**src/rtl/core/bfa_pkg.sv**
```systemverilog
// ----------------------------------------------------------------------------
// bfa_pkg: shared types and constants of the bitmap first-fit allocator
// Holds the map word geometry, the header size, the operation codes, the
// controller states and the command bundle sent to the bitmap store.
// ----------------------------------------------------------------------------
package bfa_pkg;

    // Bitmap store word: one bit per block, sixteen blocks per word.
    localparam int MAP_W     = 16;
    localparam int MAP_SHIFT = 4;

    // Header placed in front of every allocation.
    localparam int HDR_BYTES = 4;

    // Width of a recorded allocation length in bytes (header included).
    localparam int LEN_W  = 17;
    localparam int ADDR_W = 32;
    localparam int FB_W   = 10;

    // Operation codes carried on func.
    localparam logic FUNC_ALLOC = 1'b0;
    localparam logic FUNC_FREE  = 1'b1;

    // Word index of the base address register on the APB port.
    localparam logic CFG_IDX_BASE = 1'b0;

    typedef enum logic [3:0] {
        ST_CLEAR,
        ST_IDLE,
        ST_NEED,
        ST_SCAN,
        ST_IDX,
        ST_LEN,
        ST_COUNT,
        ST_MARK
    } bfa_state_t;

    // Command to the bitmap store for one cycle.
    typedef struct packed {
        logic rd_en;
        logic wr_en;
        logic wipe;
        logic set;
    } map_cmd_t;

endpackage

```
**src/rtl/core/bfa_map.sv**
```systemverilog
// ----------------------------------------------------------------------------
// bfa_map: used/free bitmap store
// Sixteen block bits per word, one registered read and one write per cycle.
// A write either wipes the word or sets or clears the bits that fall inside
// the block range lo..hi, applied to the word read in the previous cycle.
// ----------------------------------------------------------------------------
module bfa_map
    import bfa_pkg::*;
#(
    parameter int WORDS = 64,
    parameter int WA    = 6,
    parameter int BI    = 10
)
(
    input  logic             clk,
    input  map_cmd_t         cmd,
    input  logic [WA-1:0]    rd_addr,
    input  logic [WA-1:0]    wr_addr,
    input  logic [BI-1:0]    lo,
    input  logic [BI-1:0]    hi,
    output logic [MAP_W-1:0] rd_data
);

    logic [MAP_W-1:0] mem [WORDS];
    logic [MAP_W-1:0] rd_data_reg;
    logic [MAP_W-1:0] mask;
    logic [MAP_W-1:0] wr_data;

    always_comb
    begin
        for (int j = 0; j < MAP_W; j++)
        begin
            mask[j] = (((32'(wr_addr) << MAP_SHIFT) | 32'(j)) >= 32'(lo)) &&
                      (((32'(wr_addr) << MAP_SHIFT) | 32'(j)) <= 32'(hi));
        end
        if (cmd.wipe)
        begin
            wr_data = '0;
        end
        else if (cmd.set)
        begin
            wr_data = rd_data_reg | mask;
        end
        else
        begin
            wr_data = rd_data_reg & ~mask;
        end
    end

    always_ff @(posedge clk)
    begin
        if (cmd.wr_en)
        begin
            mem[wr_addr] <= wr_data;
        end
        if (cmd.rd_en)
        begin
            rd_data_reg <= mem[rd_addr];
        end
    end

    assign rd_data = rd_data_reg;

endmodule

```
**config.mk**
```make
export PLATFORM = sky130hd
export DESIGN_NAME = bfa_map
export DESIGN_NICKNAME = d
export VERILOG_FILES = /design/src/rtl/core/bfa_pkg.sv /design/src/rtl/core/bfa_map.sv
export SDC_FILE = /design/constraint.sdc
export NUM_CORES = 1
export LEC_CHECK = 0
export ABC_AREA = 1
export BUFFER_PORTS_ARGS = -buffer_cell sky130_fd_sc_hd__buf_2
export CAP_MARGIN = 10
export CORE_MARGIN = 2
export CORE_UTILIZATION = 48
export CTS_CLUSTER_SIZE = 12
export DETAILED_ROUTE_END_ITERATION = 8
export PLACE_DENSITY = 0.66
export SETUP_SLACK_MARGIN = 0.15
export SKIP_LAST_GASP = 1
export SLEW_MARGIN = 20
export SYNTH_ARGS = -nofsm -noshare
export SYNTH_HDL_FRONTEND = slang
export SYNTH_SLANG_ARGS = --single-unit
```
**constraint.sdc**
```tcl
create_clock -name clk -period 4.11 [get_ports clk]
set_clock_uncertainty 0.15 [all_clocks]
set_input_delay 0.2055 -clock clk [delete_from_list [all_inputs] [get_ports clk]]
set_output_delay 0.2055 -clock clk [all_outputs]
set_load 0.01 [all_outputs]
```
Word-level counts from Yosys, hierarchy flattened. Memories as Yosys holds them, arrays and structs flattened. A register that Yosys moved wholly into a read port is not among the register bits. Cells that the tools add are included. W data, S select, Z words.

$lt $le $gt $ge: 32. Mux-type cells: 4. Bitwise gates (word level): 3. Reduce and logical (&&, ||, !) cells: 16.

Operators by type and width (count): $ge A10 B10 Y1 (16); $le A10 B10 Y1 (16); $mux W16 (2); $and A16 B16 Y16 (1); $logic_and A1 B1 Y1 (16); $not A16 Y16 (1); $or A16 B16 Y16 (1); $mux W1 (2).

Bits in registers: 0. Bits in writable memories: 1024. Bits of input ports: 37. Word-level logic and storage cells: 56. Memories: 1.

Memories: mem (words 64, width 16, read ports 1, clocked after memory_dff 1, wr ports 1, line bfa_map.sv:24) `logic [MAP_W-1:0] mem [WORDS];`.

Longest topological paths before layout. Gate-level depths: netlist of run 1.

Word-level depth: 6. Depth in mapped cells: 14. Mapped depth without buffers: 13.

Least setup slack after synthesis of run 1. No wires, ideal clock.

Path kind: input-to-reg. Start: input wr_addr[0]. End: memory mem[0][5] (data pin). Arrival time: 3.189 ns. Slack: 0.272 ns. Cell stages on the path: 10. Buffers on the path: 1. Cell sequence: buf_2 -> clkinv_1 -> ha_1 -> nand2_1 -> nor3_1 -> o21ai_0 -> nand3_1 -> nand3_1 -> nand2_1 -> nor2_1.

Cells in the longest elaborated chain, start to end: 6.

Ends and longest elaborated chain: from (decl) (line bfa_map.sv:18) `input logic [WA-1:0] wr_addr,`; $ge A10 B10 Y1 / $le A10 B10 Y1 (equally long branches) (line bfa_map.sv:33, bfa_map.sv:34); $logic_and A1 B1 Y1 * (line bfa_map.sv:33) `mask[j] = (((32'(wr_addr) << MAP_SHIFT) | 32'(j)) >= 32'(lo)) &&`; $not A16 Y16 (line bfa_map.sv:46) `wr_data = rd_data_reg & ~mask;`; $and A16 B16 Y16 (line bfa_map.sv:46); $mux W16 * (line bfa_map.sv:40) `else if (cmd.set)`; $mux W16 * (line bfa_map.sv:36) `if (cmd.wipe)`; via wr_data[5] (line bfa_map.sv:27) `logic [MAP_W-1:0] wr_data;`; to (decl) (line bfa_map.sv:24).

The timed path passes the listed nets; every way through them passes the cells marked *.

Worst setup path in the final report of run 1.
Start: input wr_addr[0]. End: memory mem[33][2] (data pin).

The elaborated chain is that of the path after synthesis.

==> flow_summary.toml, run 1 <==
[floorplanning]
die_y_um = 305
ios = 53
initial_core_util = 0.484
floorplan.rows = 110
dieArea_mm2 = 0.0930
die_w_um = 305
coreArea_mm2 = 0.0899

[cts]
cts_tree = "yes"
cts.path.max_buffers = 3
cts_setup_buffers = 0
cts_buffers = 103
clock_sinks = 1040
clkTransAtPathRegs_ns = 0.06
clk_latency_ns = 0.67
cts_root_buf = "clkbuf_16"
htree_levels = 3

[sta]
period_share = 0.708
worstMarginPinSlew_ns = 0.930
rsz0062_at_grt = "no"
final-max-slew-violation-count = 0
setup-tns-final_ns = 0
hold_slack_ns = 0.0777
setup-violations-final = 0
maxSlewHeadroom = 0.380
max_freq_mhz = 343
period_needed_ns = 2.91
final-hold-violation-count = 0

[global_routing]
grt_max_degree = 173
grt_pass1_vias = 27600
grt.overflow.total = 0
grt_pass1_wl_um = 176000
antenna_found_initial = 3
grt_usage = 0.253

[pwr]
p_comb_frac = 0.079
switchingPower_mw = 5.20
power_density_mw_per_mm2 = 463
peakVddDrop_v = 0.000358
switching_share = 0.233
p_int_mw = 17.1
leakage_nw = 17.7
clkPwrFrac = 0.384
fin_total_pwr_mw = 22.3
p_seq_frac = 0.537

[yosys]
ys_types = 24
syn_area_mm2 = 0.0435
syn_avg_cell_area_um2 = 11.5
ys_warn_count = 0
syn-num-nets = 3832
synthCells = 3781
seq_area_frac_synth = 0.718
ys_seq_elements = 1040

[status]
status = "finished clean"

[layout]
design.final.nets = 3890
final_common_cell = "nand2_1"
area_growth_pct = 10.9
final_core_util = 0.536
final_cells = 5075
final_cell_mix = "1373 x nand2_1, 1040 x edfxtp_1, 921 x nand3_1"
largest_reg_flops = 1024
drive_gt1_frac = 0.0842

[run]
drv_cap = 0

[routing]
drt_wl_total_um = 118000
dr_total_vias = 29300
ant_nets = 0
post_drt_wl_per_cell_um = 23.3
first_iter_violations = 3441
drtPass1Iterations = 5
drcViolationCount = 0
viasPerCell = 5.78

[place]
hpwl_um = 64800
dp.cells = 4908
io_buffer_count = 52
place_congestion = 0.923

[critical_path]
crit_fanout = 27
start_kind = "input port"
cp-end-kind = "flip-flop"
cpMaxStageDelayCell = "nor2_4"
critPathArrivalTime_ns = 3.22
crit_chain = "buf_2 > clkinv_1 > ha_1 > nand2_1 > nor2_1 > nand3_1 > nand3_1 > nand2_1 > nand3_1 > nand2_1 > nor2_4 > buf_4"
criticalPathCategory = "input port to flip-flop"
slowest_delay_ns = 0.59
required_ns = 4.42

[hold_path]
hold_path_class = "input port to flip-flop"
metrics by stage:
step	instance area [um^2]	setup WS (ns)
5_1_grt	48200	0.923
6_report	48200	1.20
3_3_place_gp	45200	0.675
4_1_cts	48200	1.28
2_1_floorplan	43500	0.272
3_5_place_dp	45200	0.617
cell type report:
cell class,count,area [um^2]
Inverter,51,218
Multi-Input combinational cell,2460,10800
Tap cell,1176,1470
Timing Repair Buffer,183,1480
Sequential cell,1040,31200
Fill cell,7570,41700
Clock buffer,132,2710
Antenna cell,2,5.00
Clock inverter,31,282
power groups by stage:
stage | registers, mW | logic (mW) | clock network [mW]
floorplan | 12.2 | 1.05 | 0
global route | 12.0 | 1.91 | 9.06
detailed placement | 12.2 | 1.74 | 0
CTS | 12.0 | 1.75 | 8.66
finish | 12.0 | 1.76 | 8.56
global placement | 12.2 | 1.72 | 0
worst max-delay path, delay by kind of cell:
kind,cells,cell delay [ns]
AND/OR/NAND/NOR,8,1.52
buffers and inverters,3,0.98
adder cells (fa/ha/maj),1,0.48
Yosys cell counts:
cell      instances  area, um^2
nand2_1        1373        5150
edfxtp_1       1040       31200
nand3_1         921        4610
buf_2           135         676
nor2_1           91         342
buf_6            49         552
inv_1            47         176
clkbuf_1         22        82.6
a21oi_1          21         105
buf_1            19        71.3
nand4_1          15        93.8
ha_1             14         175
o21ai_0           9        45.0
nor4_1            8        50.1
buf_4             4        30.0
nor3_1            4        20.0
inv_2             2        7.51
a21oi_2           1        8.76
buf_8             1        15.0
clkinv_1          1        3.75
inv_6             1        8.76
nand2b_1          1        6.26
o21ai_1           1        5.00
o21bai_1          1        7.51
logic make-up (layout without fill, tap and decap cells):
family          Yosys count  count (layout)  share of synthesized area
flops                  1040            1040                      0.718
buf+inv                 281             397                     0.0373
compound gates           33              33                    0.00394
other cells               0               2                          0
fa+ha+maj                14              14                    0.00403
simple gates           2413            2413                      0.236
per-layer routing:
metal / global-route usage / vias to the layer above / part of all wire
li1: - / 13300 / -
met1: 0.347 / 14300 / 0.40
met2: 0.400 / 1401 / 0.46
met3: 0.0458 / 260 / 0.095
met4: 0.106 / 4 / 0.043
met5: 0 / - / 0.00024
path summary, 6_finish.rpt:
check                                           from                    to  slack [ns]  depth (start not counted)
worst min register to register   mem[4][6]$_DFFE_PP_  rd_data[6]$_DFFE_PP_        0.75                          8
worst min-delay path                      rd_addr[5]  rd_data[8]$_DFFE_PP_        0.08                          3
worst max-delay path                      wr_addr[0]  mem[33][2]$_DFFE_PP_        1.20                         12
worst max register to register  rd_data[2]$_DFFE_PP_  mem[33][2]$_DFFE_PP_        2.15                          3
repair_timing:
| action | CTS | global route |
|---|---|---|
| hold buffers | 2 | 0 |
| hold endpoints to repair | 24 | 0 |
| resized for setup | 0 | 0 |
(Power assumes the default switching activity.)
==> run 2: changes to the inputs <==
--- a/config.mk
+++ b/config.mk
@@ -5,7 +5,7 @@
 export SDC_FILE = /design/constraint.sdc
 export NUM_CORES = 1
 export LEC_CHECK = 0
-export ABC_AREA = 1
+export ABC_AREA = 0
 export BUFFER_PORTS_ARGS = -buffer_cell sky130_fd_sc_hd__buf_2
 export CAP_MARGIN = 10
 export CORE_MARGIN = 2
==> constraint.sdc (replaced) <==
create_clock -name clk -period 2.4 [get_ports clk]
set_clock_uncertainty 0.15 [all_clocks]
set_input_delay 0.12 -clock clk [delete_from_list [all_inputs] [get_ports clk]]
set_output_delay 0.12 -clock clk [all_outputs]
set_load 0.01 [all_outputs]
==> flow_summary.toml, run 2 <==
[yosys]
syn-num-nets = 1939
synthTopCellsByCount = "1040 x edfxtp_1, 256 x mux4_2, 94 x a22oi_1"
synth.most_common_cell = "edfxtp_1"
seq_area_frac_synth = 0.768
postSynth.asyncResetShare = 0
synthCells = 1888
ys_top_cells_by_area = "edfxtp_1 77%, mux4_2 14%, a22oi_1 1.7%, mux2i_1 1.2%, nor2_1 0.78%"
ys_types = 45
synthFlopType = "edfxtp_1"
syn_avg_cell_area_um2 = 21.5
synth_edf_count = 1040
synth_top_cell_by_area = "edfxtp_1"
ys_warn_count = 0
ys_seq_elements = 1040
syn_area_mm2 = 0.0407
synth_top_area_share = 0.768

[sta]
maxSlewHeadroom = 0.241
period_share = 0.876
final-hold-violation-count = 0
rsz0062_at_grt = "no"
worstMarginPinSlew_ns = 1.14
period_needed_ns = 2.10
final-max-slew-violation-count = 0
hold_slack_ns = 0.0509
max_freq_mhz = 476
setup-violations-final = 0

[layout]
final_core_util = 0.577
design.final.nets = 2259
final_common_cell = "edfxtp_1"
largest_reg_flops = 1024
final_cell_mix = "1040 x edfxtp_1, 256 x mux4_2, 166 x buf_4"
drive_gt1_frac = 0.334
area_growth_pct = 19.0

[pwr]
power_density_mw_per_mm2 = 772
clkPwrFrac = 0.373
peakVddDrop_v = 0.000566
fin_total_pwr_mw = 37.4
p_int_mw = 29.4
switching_share = 0.214
p_comb_frac = 0.079
switchingPower_mw = 7.99
leakage_nw = 15.6
p_seq_frac = 0.549

[critical_path]
required_ns = 2.66
critPathLaunch = "mem[28][5]$_DFFE_PP_"
criticalPathCategory = "flip-flop to flip-flop"
r2r_slack_ns = 0.30
cp-end-kind = "flip-flop"
crit_fanout = 1
start_kind = "flip-flop"
critPathArrivalTime_ns = 2.37
rr_startpoint = "mem[28][5]$_DFFE_PP_"

[place]
hpwl_um = 62200
io_buffer_count = 52
place_congestion = 0.896

[cts]
cts_root_buf = "clkbuf_16"
cts_resized = 0
cts.path.max_buffers = 3
htree_levels = 3
cts_tree = "yes"
postCtsHoldBufs = 2
clkTransAtPathRegs_ns = 0.06
clock_sinks = 1040
cts_setup_buffers = 0
cts_buffers = 101
clk_latency_ns = 0.66

[global_routing]
antenna_found_initial = 7
grt_pass1_wl_um = 145000
grt_max_degree = 41
grt_usage = 0.235
grt.overflow.total = 0
grt_pass1_vias = 20900

[routing]
drt_wl_total_um = 101000
viasPerCell = 6.14
first_iter_violations = 2090
post_drt_wl_per_cell_um = 29.9
drcViolationCount = 0
drtPass1Iterations = 5
dr_total_vias = 20800
ant_nets = 0

[floorplanning]
dieArea_mm2 = 0.0871
ios = 53
initial_core_util = 0.485
die_w_um = 295
floorplan.rows = 106
die_y_um = 295
coreArea_mm2 = 0.0838

[hold_path]
hold_path_class = "input port to flip-flop"
hp-start = "rd_addr[2]"

[run]
drv_cap = 0

[status]
status = "finished clean"
==> run 2: critical path, stage by stage, from the launching register on <==
cell,delay (ns)
edfxtp_1,0.38
mux4_2,0.46
a221oi_1,0.28
o21ai_0,0.29
and4_1,0.30
==> run 2: per-stage QoR <==
step	setup TNS (ns)	area [um^2]	cells	worst slack [ns]
after global placement	-89.38	45600	3237	-0.218
after global routing	0	48400	3383	0.213
after CTS	0	48400	3383	0.255
after detailed placement	-116.87	45600	3237	-0.253
after floorplan	-72.97	41100	1888	-0.237
final	0	48400	3389	0.298
==> run 2: power groups by stage <==
stage	registers, mW	logic, mW	clock network (mW)
after floorplan	20.9	1.51	0
after global placement	20.9	2.87	0
after detailed placement	20.9	2.95	0
after CTS	20.5	2.96	14.2
after global routing	20.5	3.13	14.8
final	20.5	2.94	13.9
==> run 2: worst paths after layout <==
kind,end,cells past startpoint
hold / removal,rd_data[10]$_DFFE_PP_,3
hold reg to reg,mem[51][3]$_DFFE_PP_,3
setup reg to reg,rd_data[5]$_DFFE_PP_,4
setup / recovery,rd_data[5]$_DFFE_PP_,4
==> run 2: cells by family after synthesis <==
kind of cell	count (synthesis)	share of synthesized area
AO/OA/AOI/OAI	175	0.0301
adder cells (fa/ha/maj)	14	0.00431
buffers and inverters	126	0.0148
flip-flops	1040	0.768
multiplexers	306	0.154
AND/OR/NAND/NOR	227	0.0287
==> run 2: area by class of cell <==
cell class / count / area (um^2)
antenna: 6 / 15.0
clock buffer: 126 / 2660
clock inverter: 18 / 118
fill: 6011 / 35400
inverter: 19 / 109
multi-input combinational: 722 / 9210
sequential: 1040 / 31200
tap: 1134 / 1420
timing repair buffer: 324 / 3630
==> run 2: layer usage <==
metal	GRT usage	part of all wire	up-vias	wire [um]
met5	0	0.000079	-	8
met3	0.0460	0.093	160	9430
met1	0.325	0.39	11000	39700
li1	-	-	8605	-
met2	0.383	0.49	1013	49500
met4	0.0743	0.027	2	2740
