File: config.mk
export PLATFORM = sky130hd
export DESIGN_NAME = bfa_div
export DESIGN_NICKNAME = d
export VERILOG_FILES = /design/src/rtl/core/bfa_pkg.sv /design/src/rtl/core/bfa_div.sv
export SDC_FILE = /design/constraint.sdc
export NUM_CORES = 1
export LEC_CHECK = 0
export ABC_AREA = 1
export BUFFER_PORTS_ARGS = -buffer_cell sky130_fd_sc_hd__buf_2
export CORE_ASPECT_RATIO = 1.75
export CORE_MARGIN = 2
export CORE_UTILIZATION = 38
export DETAILED_ROUTE_END_ITERATION = 8
export PLACE_DENSITY_LB_ADDON = 0.05
export SLEW_MARGIN = 0
export SYNTH_ARGS = -nofsm -noshare
export SYNTH_HDL_FRONTEND = slang
export SYNTH_SLANG_ARGS = --single-unit
File: constraint.sdc
create_clock -name clk -period 0.8 [get_ports clk]
set_clock_uncertainty 0.1 [all_clocks]
set_input_delay 0.12 -clock clk [delete_from_list [all_inputs] [get_ports clk]]
set_output_delay 0.12 -clock clk [all_outputs]
set_load 0.01 [all_outputs]
File: src/rtl/core/bfa_pkg.sv
// ----------------------------------------------------------------------------
// bfa_pkg: shared types and constants of the bitmap first-fit allocator
// Holds the map word geometry, the header size, the operation codes, the
// controller states and the command bundle sent to the bitmap store.
// ----------------------------------------------------------------------------
package bfa_pkg;

    // Bitmap store word: one bit per block, sixteen blocks per word.
    localparam int MAP_W     = 16;
    localparam int MAP_SHIFT = 4;

    // Header placed in front of every allocation.
    localparam int HDR_BYTES = 4;

    // Width of a recorded allocation length in bytes (header included).
    localparam int LEN_W  = 17;
    localparam int ADDR_W = 32;
    localparam int FB_W   = 10;

    // Operation codes carried on func.
    localparam logic FUNC_ALLOC = 1'b0;
    localparam logic FUNC_FREE  = 1'b1;

    // Word index of the base address register on the APB port.
    localparam logic CFG_IDX_BASE = 1'b0;

    typedef enum logic [3:0] {
        ST_CLEAR,
        ST_IDLE,
        ST_NEED,
        ST_SCAN,
        ST_IDX,
        ST_LEN,
        ST_COUNT,
        ST_MARK
    } bfa_state_t;

    // Command to the bitmap store for one cycle.
    typedef struct packed {
        logic rd_en;
        logic wr_en;
        logic wipe;
        logic set;
    } map_cmd_t;

endpackage

File: src/rtl/core/bfa_div.sv
// ----------------------------------------------------------------------------
// bfa_div: division by the fixed block size
// The block size is a power of two, so the quotient is a right shift. It is
// registered and is ready, with done high, in the cycle after start.
// ----------------------------------------------------------------------------
module bfa_div
    import bfa_pkg::*;
#(
    parameter int DIVISOR = 32
)
(
    input  logic              clk,
    input  logic              rst_n,
    input  logic              start,
    input  logic [ADDR_W-1:0] dividend,
    output logic              done,
    output logic [ADDR_W-1:0] quotient
);

    localparam int SHIFT = $clog2(DIVISOR);

    logic              done_reg;
    logic              done_next;
    logic [ADDR_W-1:0] quo_reg;
    logic [ADDR_W-1:0] quo_next;

    always_comb
    begin
        done_next = start;
        quo_next  = quo_reg;
        if (start)
        begin
            quo_next = dividend >> SHIFT;
        end
    end

    always_ff @(posedge clk or negedge rst_n)
    begin
        if (!rst_n)
        begin
            done_reg <= 1'b0;
        end
        else
        begin
            done_reg <= done_next;
        end
    end

    always_ff @(posedge clk)
    begin
        quo_reg <= quo_next;
    end

    assign done     = done_reg;
    assign quotient = quo_reg;

endmodule

# Word level (Yosys, flattened, before mapping)

Cells that the tools add are included.

Input port bits: 35
Bits in registers: 28
Memory bits (writable): 0
Memory bits (read-only): 0
Memories: 0
Bits in latches: 0

Equal/unequal tests: 0
Multipliers: 0
Shift-type cells: 0
$add $sub $neg: 0
Bitwise logic cells: 0
Reduce and logical (&&, ||, !) cells: 0
Divide/modulo/power cells: 0
Muxes and demuxes: 0
$lt $le $gt $ge: 0

# Logic depth before layout (Yosys ltp)

Gate-level depths: netlist of run 1.

Depth after elaboration: 0
Mapped depth: 1
Depth with buffers taken out: 0

# Least setup slack after synthesis of run 1

Ideal clock, no wire load.

Path kind: reg-to-output
Start point: register quo_reg[0], in the netlist quotient[0]
End point: output port quotient[0]
Data required time: 580 ps
Stages on the path, launching flop included: 1
Arrival time: 394 ps
Slack: 186 ps
Cells stage by stage: edfxtp_1

RTL lines:

| element                  | RTL line      | RTL |
|---|---|---|
| start: declaration       | bfa_div.sv:24 | `logic [ADDR_W-1:0] quo_reg;` |
| start signal: assignment | bfa_div.sv:51 | `quo_reg <= quo_next;` |
| end: declaration         | bfa_div.sv:17 | `output logic [ADDR_W-1:0] quotient` |

No word-level cell between the ends.

# Worst setup path after layout of run 1

Start point: register quo_reg[22], in the netlist quotient[22]
End point: output port quotient[22]

No word-level cell between the ends.

==> flow_summary.toml, run 1 <==
[global_route]
antenna_found_initial = 0
grt_pass1_vias = 478
overflow = 0
grt_pass1_wl_mm = 1.835
grt_usage = 0.1071
grt_max_degree = 20

[die]
start_util = 0.3907
num_io_pins = 68
die_w_um = 40.32
coreArea_um2 = 2245
placement_rows = 23
die_area_um2 = 2723
die_y_um = 67.56

[cells_and_area]
n_antenna_cell = 0
fin_util = 0.5585
largest_reg_flops = 27
fin_cells = 122
nNetsFinal = 133
synthToLayoutAreaGrowth_pct = 42.94
drive_gt1_frac = 0.6392
nFillCells = 184

[cts]
clock_sinks = 28
cts_inserted_buffers = 3
clockRootBuffer = "clkbuf_8"
cts_max_path_buffers = 2
hold_buffers = 1
htreeDepth = 1
clk_pin_slew_ns = 0.08
cts_tree = "done"
postCtsSetupRepairBufs = 0

[worst_setup_path]
cp_max_fo = 1
cp-start-kind = "flop"
crit_path_end_kind = "primary output"
endpoint = "quotient[22]"
cp_num_buf_inv = 1
crit_path_top_delay_cell = "edfxtp_1"
critical_path.startpoint = "quotient[22]"
cp.depth = 1
cp_cell_sequence = "buf_2"
slowest_delay_ns = 0.38
critPathTopFamily = "flip-flops"
arrival_ns = 0.79
required_ns = 0.58
path_class = "reg2out"

[hold_path]
min_path_type = "in2reg"
worstHoldStart = "dividend[30]"

[yosys]
ys_ff_latch = 28
synth_cells = 34
ys_seq_area_frac = 0.9529
yosysWarnings = 0
syn_area_um2 = 877.1
ys_types = 4
syn_avg_cell_area_um2 = 25.80

[routing]
drt_wl_total_mm = 1.341
post_drt_wl_per_cell_um = 10.99
viasPerCell = 4.156
antenna_left = 0
drc_errors = 0
first_pass_iters = 2
dr.first_iter.drc_count = 19
vias = 507

[timing]
fin_crit_sh = 1.261
fmax_mhz = 991.2
layout_setup_ws_ns = -0.2089
layout_min_cycle_time_ns = 1.009
rsz0062_at_grt = "yes"
hold_viol_final = 27
setup_violations = 28
holdWs_ns = -0.07293
finalMaxSlewViolations = 0

[pwr]
total_power_mw = 2.764
p_leak_nw = 0.5575
power-per-cell-area_nw_per_um2 = 2205
ir_drop_mv = 1.454

[outcome]
status = "finished with violations"
violations = "negative hold slack, negative setup slack"

[placement]
preCtsSetupSlack_ns = -0.01985
place_inst = 117
dp_hpwl_mm = 1.122
gp_congestion = 0.6659
io_buffers = 57

[job]
drv_cap = 0
[Yosys cell counts, drive strengths merged]
master	number	area (µm²)
dfrtp	1	25.02
edfxtp	27	810.8
buf	5	37.54
conb	1	3.750
[metal layers]
layer,GRT usage,wire (µm),vias up
met1,0.1042,419,221
met5,0,0,-
met4,0.06250,25,0
met3,0.03618,162,3
met2,0.1835,734,38
li1,-,-,245
[metrics by stage]
stage / TNS, ns / cell area (µm²)
finish: -5.240 / 1254
global route: -6.404 / 1254
CTS: -5.563 / 1254
detailed placement: -0.4243 / 1199
global placement: -0.2404 / 1199
floorplan: 0 / 892.1
[what timing repair did]
action	in CTS	in global routing
hold endpoints to repair	28	27
gates resized for setup	0	0
endpoints found under the setup margin	28	28
[kinds of logic after synthesis]
logic type / share of synthesized area
flip-flops: 0.9529
buffers and inverters: 0.04280
other: 0.004275
[report_power, final]
group | internal [mW] | total, mW | switching [mW]
sequential | 1.73 | 1.75 | 0.0227
clock | 0.355 | 0.724 | 0.369
combinational | 0.136 | 0.287 | 0.151
[cell type report]
type,count,area (µm²),area share
sequential,28,835.8,0.6667
timing repair buffer,60,322.8,0.2575
clock buffer,4,45.04,0.03593
tap,25,31.28,0.02495
multi-input combinational,5,18.77,0.01497
[how the worst min path moves through the flow]
stage	slack, ns	cells after the start	end
final	-0.07	1	quotient[25]
after floorplan	-0.28	0	done
after detailed placement	-0.20	1	done
after CTS	-0.08	1	quotient[25]
after global routing	-0.09	1	quotient[17]
after global placement	-0.20	1	done
[placed cells by master, fill, tap and decap left out, drive strengths merged]
master       instances
dlygate4sd3          1
clkbuf               4
edfxtp              27
buf                 59
dfrtp                1
conb                 5
Note: power is estimated with default switching activity, not from simulation.
==> inputs of run 2 (changes only) <==
==> constraint.sdc (replaced) <==
create_clock -name clk -period 1 [get_ports clk]
set_clock_uncertainty 0.1 [all_clocks]
set_input_delay 0.15 -clock clk [delete_from_list [all_inputs] [get_ports clk]]
set_output_delay 0.15 -clock clk [all_outputs]
set_load 0.01 [all_outputs]
==> flow_summary.toml, run 2 (synthesized netlist as in run 1, its figures left out) <==
[hold_path]
min_path_type = "in2async"

[timing]
finalMaxSlewViolations = 0
hold_viol_final = 0
layout_min_cycle_time_ns = 1.038
setup_violations = 28
rsz0062_at_grt = "yes"
layout_setup_ws_ns = -0.03814
fmax_mhz = 963.3
holdWs_ns = 0.08500
fin_crit_sh = 1.038

[global_route]
grt_pass1_wl_mm = 2.263
grt_pass1_vias = 561
grt_max_degree = 20
antenna_found_initial = 0
grt_usage = 0.1288
overflow = 0

[worst_setup_path]
cp_num_buf_inv = 1
cp_max_fo = 1
critPathTopFamily = "flip-flops"
crit_path_end_kind = "primary output"
crit_path_top_delay_cell = "edfxtp_1"
slowest_delay_ns = 0.37
cp-start-kind = "flop"
cp_cell_sequence = "buf_2"
path_class = "reg2out"
critical_path.startpoint = "quotient[5]"
arrival_ns = 0.79
required_ns = 0.75

[placement]
io_buffers = 57
gp_congestion = 0.6239
preCtsSetupSlack_ns = 0.1559
placed_area_um2 = 1199
place_inst = 117
dp_hpwl_mm = 1.170

[pwr]
p_leak_nw = 0.6702
ir_drop_mv = 1.139
swShare = 0.2006
internal-power_mw = 1.847
comb_power_share = 0.136
power-per-cell-area_nw_per_um2 = 1516
seqPwrFrac = 0.607
clkPwrFrac = 0.257
p_switching_uw = 463.4

[cells_and_area]
finalInstanceArea_um2 = 1524
drive_gt1_frac = 0.5000
nFillCells = 159
final_common_cell = "buf_2"
final_cell_mix = "buf_2 (57), dlygate4sd3_1 (28), edfxtp_1 (27), conb_1 (5), clkbuf_8 (3)"
synthToLayoutAreaGrowth_pct = 73.75
largest_reg_flops = 27
n_antenna_cell = 0
fin_cells = 149
nNetsFinal = 160
fin_util = 0.6789

[die]
coreArea_um2 = 2245
num_io_pins = 68
die_y_um = 67.56
die_w_um = 40.32
die_area_um2 = 2723
start_util = 0.3907
placement_rows = 23

[cts]
clock_sinks = 28
clockRootBuffer = "clkbuf_8"
cts_max_path_buffers = 2
htreeDepth = 1
cts_resized = 0
cts_inserted_buffers = 3
clk_pin_slew_ns = 0.08
cts_tree = "done"

[routing]
vias = 609
first_pass_iters = 2
drc_errors = 0
drt-met1-wl_um = 533
top_layer_used = "met4"
antenna_left = 0
drt_wl_total_mm = 1.697
post_drt_wl_per_cell_um = 11.39
wl_met2_um = 995
dr.first_iter.drc_count = 19
routed-wl-met3_um = 150
viasPerCell = 4.087

[outcome]
violations = "negative setup slack"
status = "finished with violations"

[job]
drv_cap = 0
run 2: changes by cell type in the layout (fill, tap and decap cells not counted), sizes merged:
cell         delta
dlygate4sd3    +27
run 2: worst paths after layout:
check                      cells after the start          end
min in group clk                               2         done
min                                            2         done
max                                            1  quotient[5]
max in group asynchronous                      2         done
run 2: metrics by stage:
stage	setup TNS, ns	power (mW)
finish	-0.5700	2.310
global route	-1.716	2.410
CTS	-0.7683	2.323
detailed placement	0	1.663
global placement	0	1.658
floorplan	0	1.510
run 2: cell type report:
cell class / count / area [µm²] / share of cell area
clock buffer: 4 / 45.04 / 0.02956
multi-input combinational: 5 / 18.77 / 0.01232
sequential: 28 / 835.8 / 0.5484
tap: 25 / 31.28 / 0.02053
timing repair buffer: 87 / 593.1 / 0.3892
run 2: power by group through the flow:
stage | clock network [mW] | logic [mW] | registers (mW)
2_1_floorplan | 0 | 0.0226 | 1.49
3_3_place_gp | 0 | 0.230 | 1.43
3_5_place_dp | 0 | 0.233 | 1.43
4_1_cts | 0.603 | 0.316 | 1.40
5_1_grt | 0.658 | 0.340 | 1.41
6_report | 0.594 | 0.315 | 1.40
run 2: metal layers:
layer	track usage	vias up
li1	-	299
met1	0.1037	271
met2	0.2460	37
met3	0.03289	2
met4	0.07500	0
met5	0	-
run 2: timing repair:
action                                 in CTS  in global routing
hold buffers                               28                  0
endpoints found under the hold margin      28                  0
setup endpoints to repair                  28                 28
setup buffers                               0                  0
==> inputs of run 3 (changes only) <==
--- a/config.mk
+++ b/config.mk
@@ -5,12 +5,10 @@
 export SDC_FILE = /design/constraint.sdc
 export NUM_CORES = 1
 export LEC_CHECK = 0
-export ABC_AREA = 1
-export BUFFER_PORTS_ARGS = -buffer_cell sky130_fd_sc_hd__buf_2
-export CORE_ASPECT_RATIO = 1.75
 export CORE_MARGIN = 2
-export CORE_UTILIZATION = 38
+export CORE_UTILIZATION = 49
 export DETAILED_ROUTE_END_ITERATION = 8
+export DONT_BUFFER_PORTS = 1
 export PLACE_DENSITY_LB_ADDON = 0.05
 export SLEW_MARGIN = 0
 export SYNTH_ARGS = -nofsm -noshare
==> flow_summary.toml, run 3 (synthesized netlist as in run 1, its figures left out) <==
[cells_and_area]
largest_reg_flops = 27
n_antenna_cell = 0
drive_gt1_frac = 0.04545
fin_cells = 91
synthToLayoutAreaGrowth_pct = 37.09
final_common_cell = "dlygate4sd3_1"
final_cell_mix = "dlygate4sd3_1 (29), edfxtp_1 (27), conb_1 (5), clkbuf_4 (3)"
finalInstanceArea_um2 = 1202
nNetsFinal = 102

[hold_path]
worstHoldStart = "start"
whs_endpoint = "done"
min_path_type = "in2reg"
whs_path_depth = 0

[routing]
first_pass_iters = 3
drc_errors = 0
drt_wl_total_mm = 1.345
vias = 412
viasPerCell = 4.527
antenna_left = 0
dr.first_iter.drc_count = 11
post_drt_wl_per_cell_um = 14.78

[global_route]
grtUsageMet3 = 0.02745
use_met1 = 0.1600
grt_pass1_wl_mm = 1.952
grt_max_degree = 29
antenna_found_initial = 0
grt_usage = 0.1383
grt_pass1_vias = 399
top_usage_layer = "met2"
overflow = 0
grt_util_met2 = 0.2417

[timing]
fin_crit_sh = 1.020
hold_viol_final = 28
setup_violations = 24
layout_min_cycle_time_ns = 1.020
layout_setup_ws_ns = -0.01958
holdWs_ns = -0.2475
rsz0062_at_grt = "yes"
finalMaxSlewViolations = 0
final.setup.tns_ns = -0.1956
fmax_mhz = 980.8

[pwr]
ir_drop_mv = 1.139
power-per-cell-area_nw_per_um2 = 1672
p_leak_nw = 0.4282

[placement]
place_inst = 58
io_buffers = 0
placed_area_um2 = 885.9
gp_congestion = 0.6831
preCtsSetupSlack_ns = 0.3329

[die]
start_util = 0.5136
die_y_um = 46.31
coreArea_um2 = 1708
placement_rows = 15
num_io_pins = 68
die_area_um2 = 2145
die_w_um = 46.31

[cts]
cts_tree = "done"
clockRootBuffer = "clkbuf_4"
hold_buffers = 29
postCtsSetupRepairBufs = 0
clk_pin_slew_ns = 0.13
cts_max_path_buffers = 2
clock_sinks = 28
htreeDepth = 1
cts_inserted_buffers = 3

[worst_setup_path]
critical_path.startpoint = "quotient[11]"
cp-start-kind = "flop"
required_ns = 0.75
path_class = "reg2out"
crit_path_end_kind = "primary output"
arrival_ns = 0.77
cp_max_fo = 1

[job]
drv_cap = 0

[outcome]
violations = "negative hold slack, negative setup slack"
status = "finished with violations"
==> run 3: cell types whose count changed in the layout (fill, tap and decap cells not counted) <==
cell           previous run  this run
buf_2                    57         0
clkbuf_4                  0         3
clkbuf_8                  3         0
buf_12                    1         0
buf_4                     1         0
dlygate4sd3_1            28        29
==> run 3: power by group <==
part	switching, mW	internal, mW
combinational	0.0246	0.0748
sequential	0.0803	1.39
clock	0.283	0.156
total	0.388	1.62
==> run 3: cell type report <==
type                       instances  area (µm²)
multi-input combinational          5       18.77
fill                             100       505.5
clock buffer                       4       26.28
sequential                        28       835.8
tap                               25       31.28
timing repair buffer              29       290.3
==> run 3: repair_timing <==
item                                    in CTS  in global routing
pin swaps                                    0                  0
endpoints found under the setup margin      27                 28
gates resized for setup                      0                  0
endpoints found under the hold margin       56                 28
cloned                                       0                  0
==> run 3: metal layers <==
layer | wire [µm] | vias to the layer above
met5 | 0 | -
met4 | 0 | 0
met3 | 90 | 0
met2 | 777 | 33
met1 | 477 | 197
li1 | - | 182
==> run 3: worst max path at each step <==
| stage | end | depth (start not counted) |
|---|---|---|
| after floorplan | quotient[0] | 0 |
| after global placement | quotient[8] | 0 |
| after detailed placement | quotient[22] | 0 |
| after CTS | quotient[22] | 0 |
| after global routing | quotient[24] | 0 |
| final | quotient[11] | 0 |
==> run 3: stage by stage <==
stage	utilization	total power, mW
5_1_grt	0.7040	2.096
6_report	0.7040	2.011
3_5_place_dp	0.5187	1.511
2_1_floorplan	-	1.510
4_1_cts	0.7040	2.016
3_3_place_gp	0.5187	1.509
