`src/rtl/core/bfa_pkg.sv`:
```
// ----------------------------------------------------------------------------
// bfa_pkg: shared types and constants of the bitmap first-fit allocator
// Holds the map word geometry, the header size, the operation codes, the
// controller states and the command bundle sent to the bitmap store.
// ----------------------------------------------------------------------------
package bfa_pkg;

    // Bitmap store word: one bit per block, sixteen blocks per word.
    localparam int MAP_W     = 16;
    localparam int MAP_SHIFT = 4;

    // Header placed in front of every allocation.
    localparam int HDR_BYTES = 4;

    // Width of a recorded allocation length in bytes (header included).
    localparam int LEN_W  = 17;
    localparam int ADDR_W = 32;
    localparam int FB_W   = 10;

    // Operation codes carried on func.
    localparam logic FUNC_ALLOC = 1'b0;
    localparam logic FUNC_FREE  = 1'b1;

    // Word index of the base address register on the APB port.
    localparam logic CFG_IDX_BASE = 1'b0;

    typedef enum logic [3:0] {
        ST_CLEAR,
        ST_IDLE,
        ST_NEED,
        ST_SCAN,
        ST_IDX,
        ST_LEN,
        ST_COUNT,
        ST_MARK
    } bfa_state_t;

    // Command to the bitmap store for one cycle.
    typedef struct packed {
        logic rd_en;
        logic wr_en;
        logic wipe;
        logic set;
    } map_cmd_t;

endpackage

```
`src/rtl/core/bfa_scan.sv`:
```
// ----------------------------------------------------------------------------
// bfa_scan: first-fit run finder over one bitmap word per cycle
// Carries the length of the free run that ends at the previous word and
// reports the lowest bit of this word at which a run reaches the need.
// ----------------------------------------------------------------------------
module bfa_scan
    import bfa_pkg::*;
#(
    parameter int NUM_BLOCKS = 1024,
    parameter int WA         = 6,
    parameter int BI         = 10,
    parameter int CW         = 11
)
(
    input  logic             clk,
    input  logic             rst_n,
    input  logic             restart,
    input  logic             word_valid,
    input  logic [MAP_W-1:0] word_data,
    input  logic [WA-1:0]    word_idx,
    input  logic [CW-1:0]    need,
    output logic             hit,
    output logic [BI-1:0]    hit_start
);

    localparam int RXW = CW + MAP_SHIFT + 1;

    logic [CW-1:0]    run_reg;
    logic [CW-1:0]    run_next;
    logic [MAP_W-1:0] used;
    logic [RXW-1:0]   run_ext [MAP_W];
    logic [MAP_W-1:0] fit;
    logic [3:0]       hit_bit;

    always_comb
    begin
        logic found;
        logic [3:0] last;
        // Blocks past the end of the region count as used.
        for (int j = 0; j < MAP_W; j++)
        begin
            used[j] = word_data[j] ||
                      (((32'(word_idx) << MAP_SHIFT) | 32'(j)) >= 32'(NUM_BLOCKS));
        end
        for (int j = 0; j < MAP_W; j++)
        begin
            found = 1'b0;
            last  = '0;
            for (int k = 0; k <= j; k++)
            begin
                if (used[k])
                begin
                    found = 1'b1;
                    last  = 4'(k);
                end
            end
            if (found)
            begin
                run_ext[j] = RXW'(4'(j) - last);
            end
            else
            begin
                run_ext[j] = RXW'(run_reg) + RXW'(j + 1);
            end
            fit[j] = run_ext[j] >= RXW'(need);
        end
        hit     = 1'b0;
        hit_bit = '0;
        for (int j = MAP_W - 1; j >= 0; j--)
        begin
            if (fit[j] && word_valid)
            begin
                hit     = 1'b1;
                hit_bit = 4'(j);
            end
        end
        hit_start = BI'(((32'(word_idx) << MAP_SHIFT) | 32'(hit_bit)) + 32'd1 - 32'(need));
        run_next  = run_reg;
        if (restart)
        begin
            run_next = '0;
        end
        else if (word_valid)
        begin
            run_next = CW'(run_ext[MAP_W-1]);
        end
    end

    always_ff @(posedge clk or negedge rst_n)
    begin
        if (!rst_n)
        begin
            run_reg <= '0;
        end
        else
        begin
            run_reg <= run_next;
        end
    end

endmodule

```
`config.mk`:
```
export PLATFORM = sky130hd
export DESIGN_NAME = bfa_scan
export DESIGN_NICKNAME = d
export VERILOG_FILES = /design/src/rtl/core/bfa_pkg.sv /design/src/rtl/core/bfa_scan.sv
export SDC_FILE = /design/constraint.sdc
export NUM_CORES = 1
export LEC_CHECK = 0
export BUFFER_PORTS_ARGS = -buffer_cell sky130_fd_sc_hd__buf_2
export CORE_ASPECT_RATIO = 0.6
export CORE_UTILIZATION = 69
export DETAILED_ROUTE_END_ITERATION = 6
export HOLD_SLACK_MARGIN = 0.02
export MAX_ROUTING_LAYER = met4
export PLACE_DENSITY = 0.89
export SYNTH_ARGS = -nofsm -noshare
export SYNTH_HDL_FRONTEND = slang
export SYNTH_SLANG_ARGS = --single-unit
```
`constraint.sdc`:
```
create_clock -name clk -period 9.2 [get_ports clk]
set_input_delay 0.46 -clock clk [delete_from_list [all_inputs] [get_ports clk]]
set_output_delay 0.46 -clock clk [all_outputs]
set_load 0.1 [all_outputs]
```
* Word-level counts from Yosys, hierarchy flattened
Cells that the tools add are included.
** Operators by class
- Add/subtract/negate cells :: 33
- Order comparisons :: 32
- Mux-type cells :: 81
- Bitwise logic cells :: 1
- Reductions and logical operators :: 33
** Operator list (number)
- $ge A16 B11 Y1 :: 16
- $mux W16 :: 16
- $ge A10 B11 Y1 const B :: 16
- $mux W4 :: 30
- $add A11 B4 Y12 const B :: 8
- $add A11 B3 Y12 const B :: 4
- $sub A4 B4 Y5 const A :: 8
- $mux W1 :: 33
- $add A11 B2 Y12 const B :: 2
- $mux W11 :: 2
- $sub A3 B4 Y5 const A :: 4
- $logic_and A1 B1 Y1 :: 16
- $logic_or A1 B1 Y1 :: 16
- $add A11 B1 Y12 const B :: 1
- $add A11 B5 Y12 const B :: 1
- $add A10 B1 Y10 const B :: 1
- $or A10 B4 Y10 :: 1
- $sub A10 B10 Y10 :: 1
- $sub A2 B4 Y5 const A :: 2
- $sub A1 B4 Y5 const A :: 1
- $reduce_bool A2 Y1 :: 1
** Word-level totals
- Register bits :: 11
- Input bits :: 37

* Depth between registers and ports, before layout
Gate-level depths: netlist of the first run.
- Depth after elaboration :: 40
- Mapped depth :: 32

* Least setup slack after synthesis of the first run
No wires, ideal clock.
- Kind :: input-to-output
- Start :: input port word_data[4]
- End :: output port hit_start[9]
- Arrival :: 7.340 ns
- Slack :: 1.400 ns
- Stages :: 32
- Cells stage by stage :: buf_6 > or2_2 > clkbuf_1 > o211ai_1 > a21o_1 > o21ai_1 > ha_1 > nor3_1 > a21oi_1 > o21a_1 > ha_1 > a211o_1 > a31oi_1 > o221ai_1 > o2111a_1 > o41a_1 > o2111ai_1 > a31oi_1 > or3_1 > ha_1 > inv_1 > ha_1 > inv_1 > fa_1 > nor2b_1 > o21ai_0 > a21boi_0 > o21a_1 > o21ai_0 > nand2b_1 > a21oi_1 > xnor2_1
** Between the ends
- Cells in the longest elaborated chain, start to end :: 36
- Elaborated cells between the ends (all ways) :: 92
** RTL lines
- start, declared :: RTL line bfa_scan.sv:19 : input logic [MAP_W-1:0] word_data,
- $logic_or A1 B1 Y1 (*) :: RTL line bfa_scan.sv:42 : used[j] = word_data[j] ||
- $mux W4 (12 in series) :: RTL line bfa_scan.sv:51 : if (used[k])
- $sub A4 B4 Y5 :: RTL line bfa_scan.sv:59 : run_ext[j] = RXW'(4'(j) - last);
- $mux W16 :: RTL line bfa_scan.sv:57 : if (found)
- $ge A16 B11 Y1 :: RTL line bfa_scan.sv:65 : fit[j] = run_ext[j] >= RXW'(need);
- $logic_and A1 B1 Y1 :: RTL line bfa_scan.sv:71 : if (fit[j] && word_valid)
- $mux W4 (11 in series) :: RTL line bfa_scan.sv:71
- $mux W4 (*) (5 in series) :: RTL line bfa_scan.sv:71
- $or A10 B4 Y10 (*) :: RTL line bfa_scan.sv:77 : hit_start = BI'(((32'(word_idx) << MAP_SHIFT) | 32'(hit_bit)) + 32'd1 - 32'(need));
- $add A10 B1 Y10 (*) :: RTL line bfa_scan.sv:77
- $sub A10 B10 Y10 (*) :: RTL line bfa_scan.sv:77
- end, declared :: RTL line bfa_scan.sv:23 : output logic [BI-1:0] hit_start
Every way passes the cells marked *; elsewhere a longest branch is shown, timed or not.

* Worst setup path after layout of the first run
Ends and elaborated chain as after synthesis.

==> results of run 1 <==
## worst max-delay path, stage by stage
cell,delay (ps)
buf_2,150
nor4_2,670
nand2_1,690
nor3_1,820
a2111oi_0,270
ha_1,330
a2111oi_0,570
nor4_1,100
or3_1,390
a211oi_1,320
o2111ai_1,200
a31oi_1,200
or3_1,140
ha_1,230
inv_1,70
ha_1,160
inv_1,60
fa_1,410
nor2b_1,130
o21ai_0,130
a21boi_0,280
o21a_1,170
o21ai_0,70
nand2b_1,80
a21oi_1,80
xnor2_1,140
buf_2,440
## synthesized netlist by cell type (all sizes together), types with 5 or more instances
cell type / instances / area (µm²)
a2111oi: 11 / 96.3
a211o: 8 / 70.1
a211oi: 5 / 37.5
a21boi: 5 / 37.5
a21o: 22 / 165
a21oi: 114 / 574
a31oi: 14 / 87.6
and2: 9 / 56.3
and3: 5 / 31.3
buf: 15 / 83.8
clkbuf: 50 / 189
dfrtp: 11 / 275
ha: 218 / 2730
inv: 48 / 180
mux2i: 8 / 80.1
nand2: 76 / 293
nand2b: 21 / 131
nand3: 25 / 138
nor2: 142 / 549
nor2b: 19 / 119
nor3: 21 / 116
nor4: 9 / 92.6
o2111ai: 15 / 131
o211ai: 7 / 52.6
o21a: 15 / 113
o21ai: 81 / 405
o21bai: 6 / 45.0
o31ai: 11 / 96.3
or2: 10 / 62.6
or3: 32 / 200
or4: 6 / 48.8
xnor2: 56 / 490
xor2: 51 / 447
## report_power, final
group	switching, mW	internal (mW)	leakage (nW)
logic	0.294	0.113	4.00
clock network	0.0240	0.0584	0.0382
registers	0.00199	0.0490	0.153
## layout make-up
class	instances	area (µm²)
flip-flops and latches	11	275
fillers	951	3070
inverters	49	184
multi-input cells	1070	7940
repair buffers	67	385
clock buffers	4	78.8
well taps	165	206
## cell usage in the layout, fill, tap and decap left out, types with 6 or more instances in the layout
cell type / Yosys / routed
or2_2: 8 / 8
a31oi_1: 14 / 14
o211ai_1: 7 / 7
or3_1: 32 / 32
and2_1: 9 / 9
mux2i_1: 8 / 8
a2111oi_0: 11 / 11
o2111ai_1: 15 / 15
a211o_1: 8 / 8
o31ai_1: 10 / 10
nand3_1: 24 / 24
xor2_1: 51 / 51
buf_4: 1 / 20
o21a_1: 15 / 15
nor2b_1: 19 / 19
a21o_1: 22 / 22
dfrtp_1: 11 / 11
ha_1: 218 / 218
a21oi_1: 113 / 113
xnor2_1: 56 / 56
inv_1: 48 / 48
nor4_1: 6 / 6
nor3_1: 20 / 20
o21ai_0: 79 / 79
nand2b_1: 21 / 21
o21bai_1: 6 / 6
buf_2: 1 / 47
nor2_1: 141 / 141
nand2_1: 75 / 75
## routing by layer
| layer | vias up | global-route usage | wire, µm |
|---|---|---|---|
| li1 | 4361 | - | - |
| met1 | 4367 | 0.676 | 13400 |
| met2 | 805 | 0.711 | 12300 |
| met3 | 142 | 0.167 | 5670 |
| met4 | 0 | 0.193 | 1190 |
| met5 | - | - | 0 |
## path summary, 6_finish.rpt
kind | startpoint | endpoint | slack [ps] | cells after the start
worst min register to register | run_reg[5] | run_reg[5] | 830 | 4
worst min-delay path | rst_n | run_reg[4] | 80 | 1
min in group clk | restart | run_reg[2] | 590 | 2
worst max register to register | run_reg[4] | run_reg[10] | 7040 | 8
max in group asynchronous | rst_n | run_reg[6] | 8900 | 1
worst max-delay path | word_data[4] | hit_start[9] | 990 | 27
## logic make-up (layout without fill, tap and decap cells)
family | count (synthesis) | after routing
compound gates | 342 | 342
xor+xnor | 107 | 107
fa+ha+maj | 219 | 219
buf+inv | 114 | 120
flops | 11 | 11
mux | 12 | 12
simple gates | 390 | 390
==> summary.md, run 1 <==
| Metric | Value |
|---|---|
| Outcome | complete, no violations |
| Clk_skew | 2.48 ps |
| Worst hold path type | in2async |
| CTS root buffer | clkbuf_16 |
| Clock transition at path regs | 40 ps |
| Final critical-path required period | 8210 ps |
| Cells after DPL | 1362 |
| Post-synthesis mux area share | 0.0144 |
| Placement Cell Area | 8990 µm² |
| Via density | 7.08 |
| Data arrival time of the worst path | 7750 ps |
| Cts-stage hold buffer count | 0 |
| Post-synthesis simple-gate area fraction | 0.226 |
| Clock sink count | 11 |
| Hpwl dp | 23900 µm |
| Drt total wl | 32600 µm |
| Synth async-reset ratio | 1.00 |
| Num rows | 31 |
| Pwr dens | 59.6 nW/µm² |
| Synth Instances | 1195 |
| Initial antenna violation count | 0 |
| GRT Util Overall | 0.512 |
| Share of cells above drive strength 1 | 0.0783 |
| Synth Area in Compound Gates | 0.250 |
| Final instance area | 9070 µm² |
| Vias in the first global route | 8656 |
| DIE AREA | 13000 µm² |
| Hold Violations, Final | 0 |
| IO Port Bufs | 47 |
| Fin crit share | 0.893 |
| Largest family of logic cells by synthesized area | adder cells |
| Tot Pwr | 541 µW |
| Post CTS Setup Buffer Count | 0 |
| Drt drc | 0 |
| DR vias | 9675 |
| 1st-iter DRT viols | 1348 |
| Max Slew Vio Count | 0 |
| Area delta synth->final | 4.59% |
| Average size of a mapped cell | 7.26 µm² |
| RSZ-0062 raised after global routing | no |
| Setup slack after layout | 989 ps |
| Clock Latency Late Sink | 240 ps |
| Crit Path Max Fanout | 21 |
| Final hold slack | 84.8 ps |
| Slew headroom | 0.263 |
| Post-cts resize count | 0 |
| Remaining Overflow, GRT | 0 |
| Startpoint class of the critical path | input port |
| CTS tree | built |
| Most used DFF post-synth | dfrtp_1 |
| Syn Nets | 1451 |
| Max reg flops | 11 |
| H-tree depth | 1 |
| Max clock buf depth | 2 |
| Post-synth EDFFs | 0 |
| Mapped Area | 8670 µm² |
| Adder-cell share of the synthesized area | 0.317 |
| CP Class | in2out |
| Count of cell types in the netlist | 75 |
| Leakage | 4.19 nW |
| Max VDD drop | 95.1 µV |
| Die X | 147 µm |
| Worst slack, placed | 1320 ps |
| First-pass GRT wire length | 49200 µm |
| Largest net degree at the start of global routing | 38 |
| Fin Setup TNS | 0 ps |
| FF+latch count, synth | 11 |
| Register area share after synthesis | 0.0317 |
| Non-Filler Instances | 1366 |
| Effective utilization at floorplan | 0.715 |
| Warnings from Yosys | 0 |
| Drt first pass iters | 6 |
| Post-route ant nets | 0 |
| XOR/XNOR Fraction of Synth Area | 0.108 |
| Num CTS Buffers | 3 |
| Max Clk Rate | 122 MHz |
| Die Y | 88.9 µm |
| # diodes | 0 |
| CP Data Required Time | 8740 ps |
| Final GP Congestion | 1.05 |
| WL/cell | 23.8 µm |
| Endpoints failing setup | 0 |
| CORE AREA | 12100 µm² |
| Least-Margin Pin Slew | 1100 ps |
| Max Cap Viol | 0 |
| I/O pins | 48 |
| # nets final | 1458 |
| Crit. End Element | primary output |
| Final Util | 0.747 |
(Power assumes the default switching activity.)
==> inputs of run 2 (changes only) <==
CORE_ASPECT_RATIO = 0.8   (was 0.6)
==> run 2 against run 1 <==
Clock-buffer cell count unchanged. Critical path depth increased by 7. Fmax increased by 4.8%. Die area about the same. First-iteration DRC count decreased by 21%. Flip-flop and latch count unchanged. Final cell count increased by 0.59%. Hold slack improved by 8.5 ps. Critical path type unchanged. Critical endpoint unchanged.
==> summary.md, run 2 (synthesis gave the netlist of run 1 again) <==
| Metric | Value |
|---|---|
| CP delay by family, top | compound AO/OA/AOI/OAI gates |
| Post-route ant nets | 0 |
| Hpwl dp | 22500 µm |
| Crit. End Element | primary output |
| CP Data Required Time | 8740 ps |
| Max Clk Rate | 128 MHz |
| Crit Path Max Fanout | 8 |
| Final critical-path required period | 7840 ps |
| Max Cap Viol | 0 |
| Max clock buf depth | 2 |
| Sequential cell area | 275 µm² |
| Buf/Inv on CP | 4 |
| Cts-stage hold buffer count | 0 |
| # diodes | 0 |
| Launch point of the worst reg-to-reg path | run_reg[4] |
| Clock transition at path regs | 40 ps |
| Placement Cell Area | 9020 µm² |
| Max reg flops | 11 |
| Final GP Congestion | 1.04 |
| CTS tree | built |
| R2R depth | 6 |
| R2r setup slk | 6470 ps |
| CTS root buffer | clkbuf_16 |
| Vias in the first global route | 8699 |
| Fin crit share | 0.852 |
| GRT Util Overall | 0.491 |
| Data arrival time of the worst path | 7380 ps |
| Max Slew Vio Count | 0 |
| Drt total wl | 31000 µm |
| Outcome | complete, no violations |
| # fillers | 1017 |
| Crit Reg-Reg Endpoint | run_reg[8] |
| Num CTS Buffers | 3 |
| Clk_skew | 2.45 ps |
| Area delta synth->final | 4.85% |
| Endpoints failing setup | 0 |
| Via density | 6.89 |
| Area of the multi-input gates | 7940 µm² |
| Num rows | 36 |
| Tot Pwr | 535 µW |
| WL/cell | 22.6 µm |
| Commonest non-fill, non-tap cell in the layout | ha_1 |
| Final instance area | 9090 µm² |
| 1st-iter DRT viols | 1064 |
| IO Port Bufs | 47 |
| Share of cells above drive strength 1 | 0.0798 |
| RSZ-0062 raised after global routing | no |
| Drt first pass iters | 5 |
| DR vias | 9469 |
| Die Y | 102 µm |
| Max VDD drop | 163 µV |
| CP Class | in2out |
| Effective utilization at floorplan | 0.711 |
| Most frequent cells in the layout | ha_1 (218), nor2_1 (141), a21oi_1 (113) |
| Drt drc | 0 |
| Pwr dens | 58.9 nW/µm² |
| Slew headroom | 0.255 |
| Clock sink count | 11 |
| CP max stage delay | 440 ps |
| Die X | 127 µm |
| Fin Setup TNS | 0 ps |
| I/O pins | 48 |
| Hold Violations, Final | 0 |
| Largest net degree at the start of global routing | 38 |
| H-tree depth | 1 |
| CORE AREA | 12200 µm² |
| Leakage | 4.20 nW |
| DIE AREA | 13000 µm² |
| Post-cts resize count | 0 |
| Initial antenna violation count | 0 |
| Slowest library cell on the worst path | buf_2 |
| Remaining Overflow, GRT | 0 |
| Startpoint class of the critical path | input port |
| Least-Margin Pin Slew | 1120 ps |
| Clock Latency Late Sink | 240 ps |
| Worst hold path type | in2async |
| # nets final | 1460 |
| First-pass GRT wire length | 47400 µm |
| Post CTS Setup Buffer Count | 0 |
run 2: cell types whose count changed in the layout (fill, tap and decap cells not counted):
cell / previous run / this run
buf_4: 20 / 22
run 2: power breakdown:
part           total, mW  switching [mW]  internal (mW)
Combinational      0.401           0.288          0.114
Clock             0.0819          0.0235         0.0584
Sequential        0.0521         0.00308         0.0490
run 2: cell type report:
cell class / count / area share
multi-input cells: 1070 / 0.873
repair buffers: 69 / 0.0440
flip-flops and latches: 11 / 0.0303
well taps: 171 / 0.0235
inverters: 49 / 0.0202
clock buffers: 4 / 0.00867
run 2: how the worst max path moves through the flow:
stage          slack (ps)  cells after the start           end         start
6_report             1360                     34  hit_start[9]  word_data[1]
2_1_floorplan        1400                     32  hit_start[9]  word_data[4]
4_1_cts              1500                     34  hit_start[9]  word_data[1]
3_5_place_dp         1550                     34  hit_start[9]  word_data[1]
3_3_place_gp         1660                     34  hit_start[9]  word_data[1]
5_1_grt               940                     31  hit_start[9]  word_data[1]
run 2: per-layer routing:
metal	up-vias	track usage	part of all wire
li1	4369	-	-
met1	4280	0.603	0.39
met2	653	0.740	0.42
met3	167	0.0937	0.12
met4	0	0.311	0.063
met5	-	-	0
run 2: stage by stage:
stage / cells / setup slack (ps) / hold WS [ps] / util
after global routing: 1374 / 936 / 113 / 0.745
final: 1374 / 1360 / 93.4 / 0.745
after global placement: 1370 / 1660 / 344 / 0.739
after floorplan: 1195 / 1400 / 164 / -
after detailed placement: 1370 / 1550 / 352 / 0.739
after CTS: 1374 / 1500 / 98.4 / 0.745
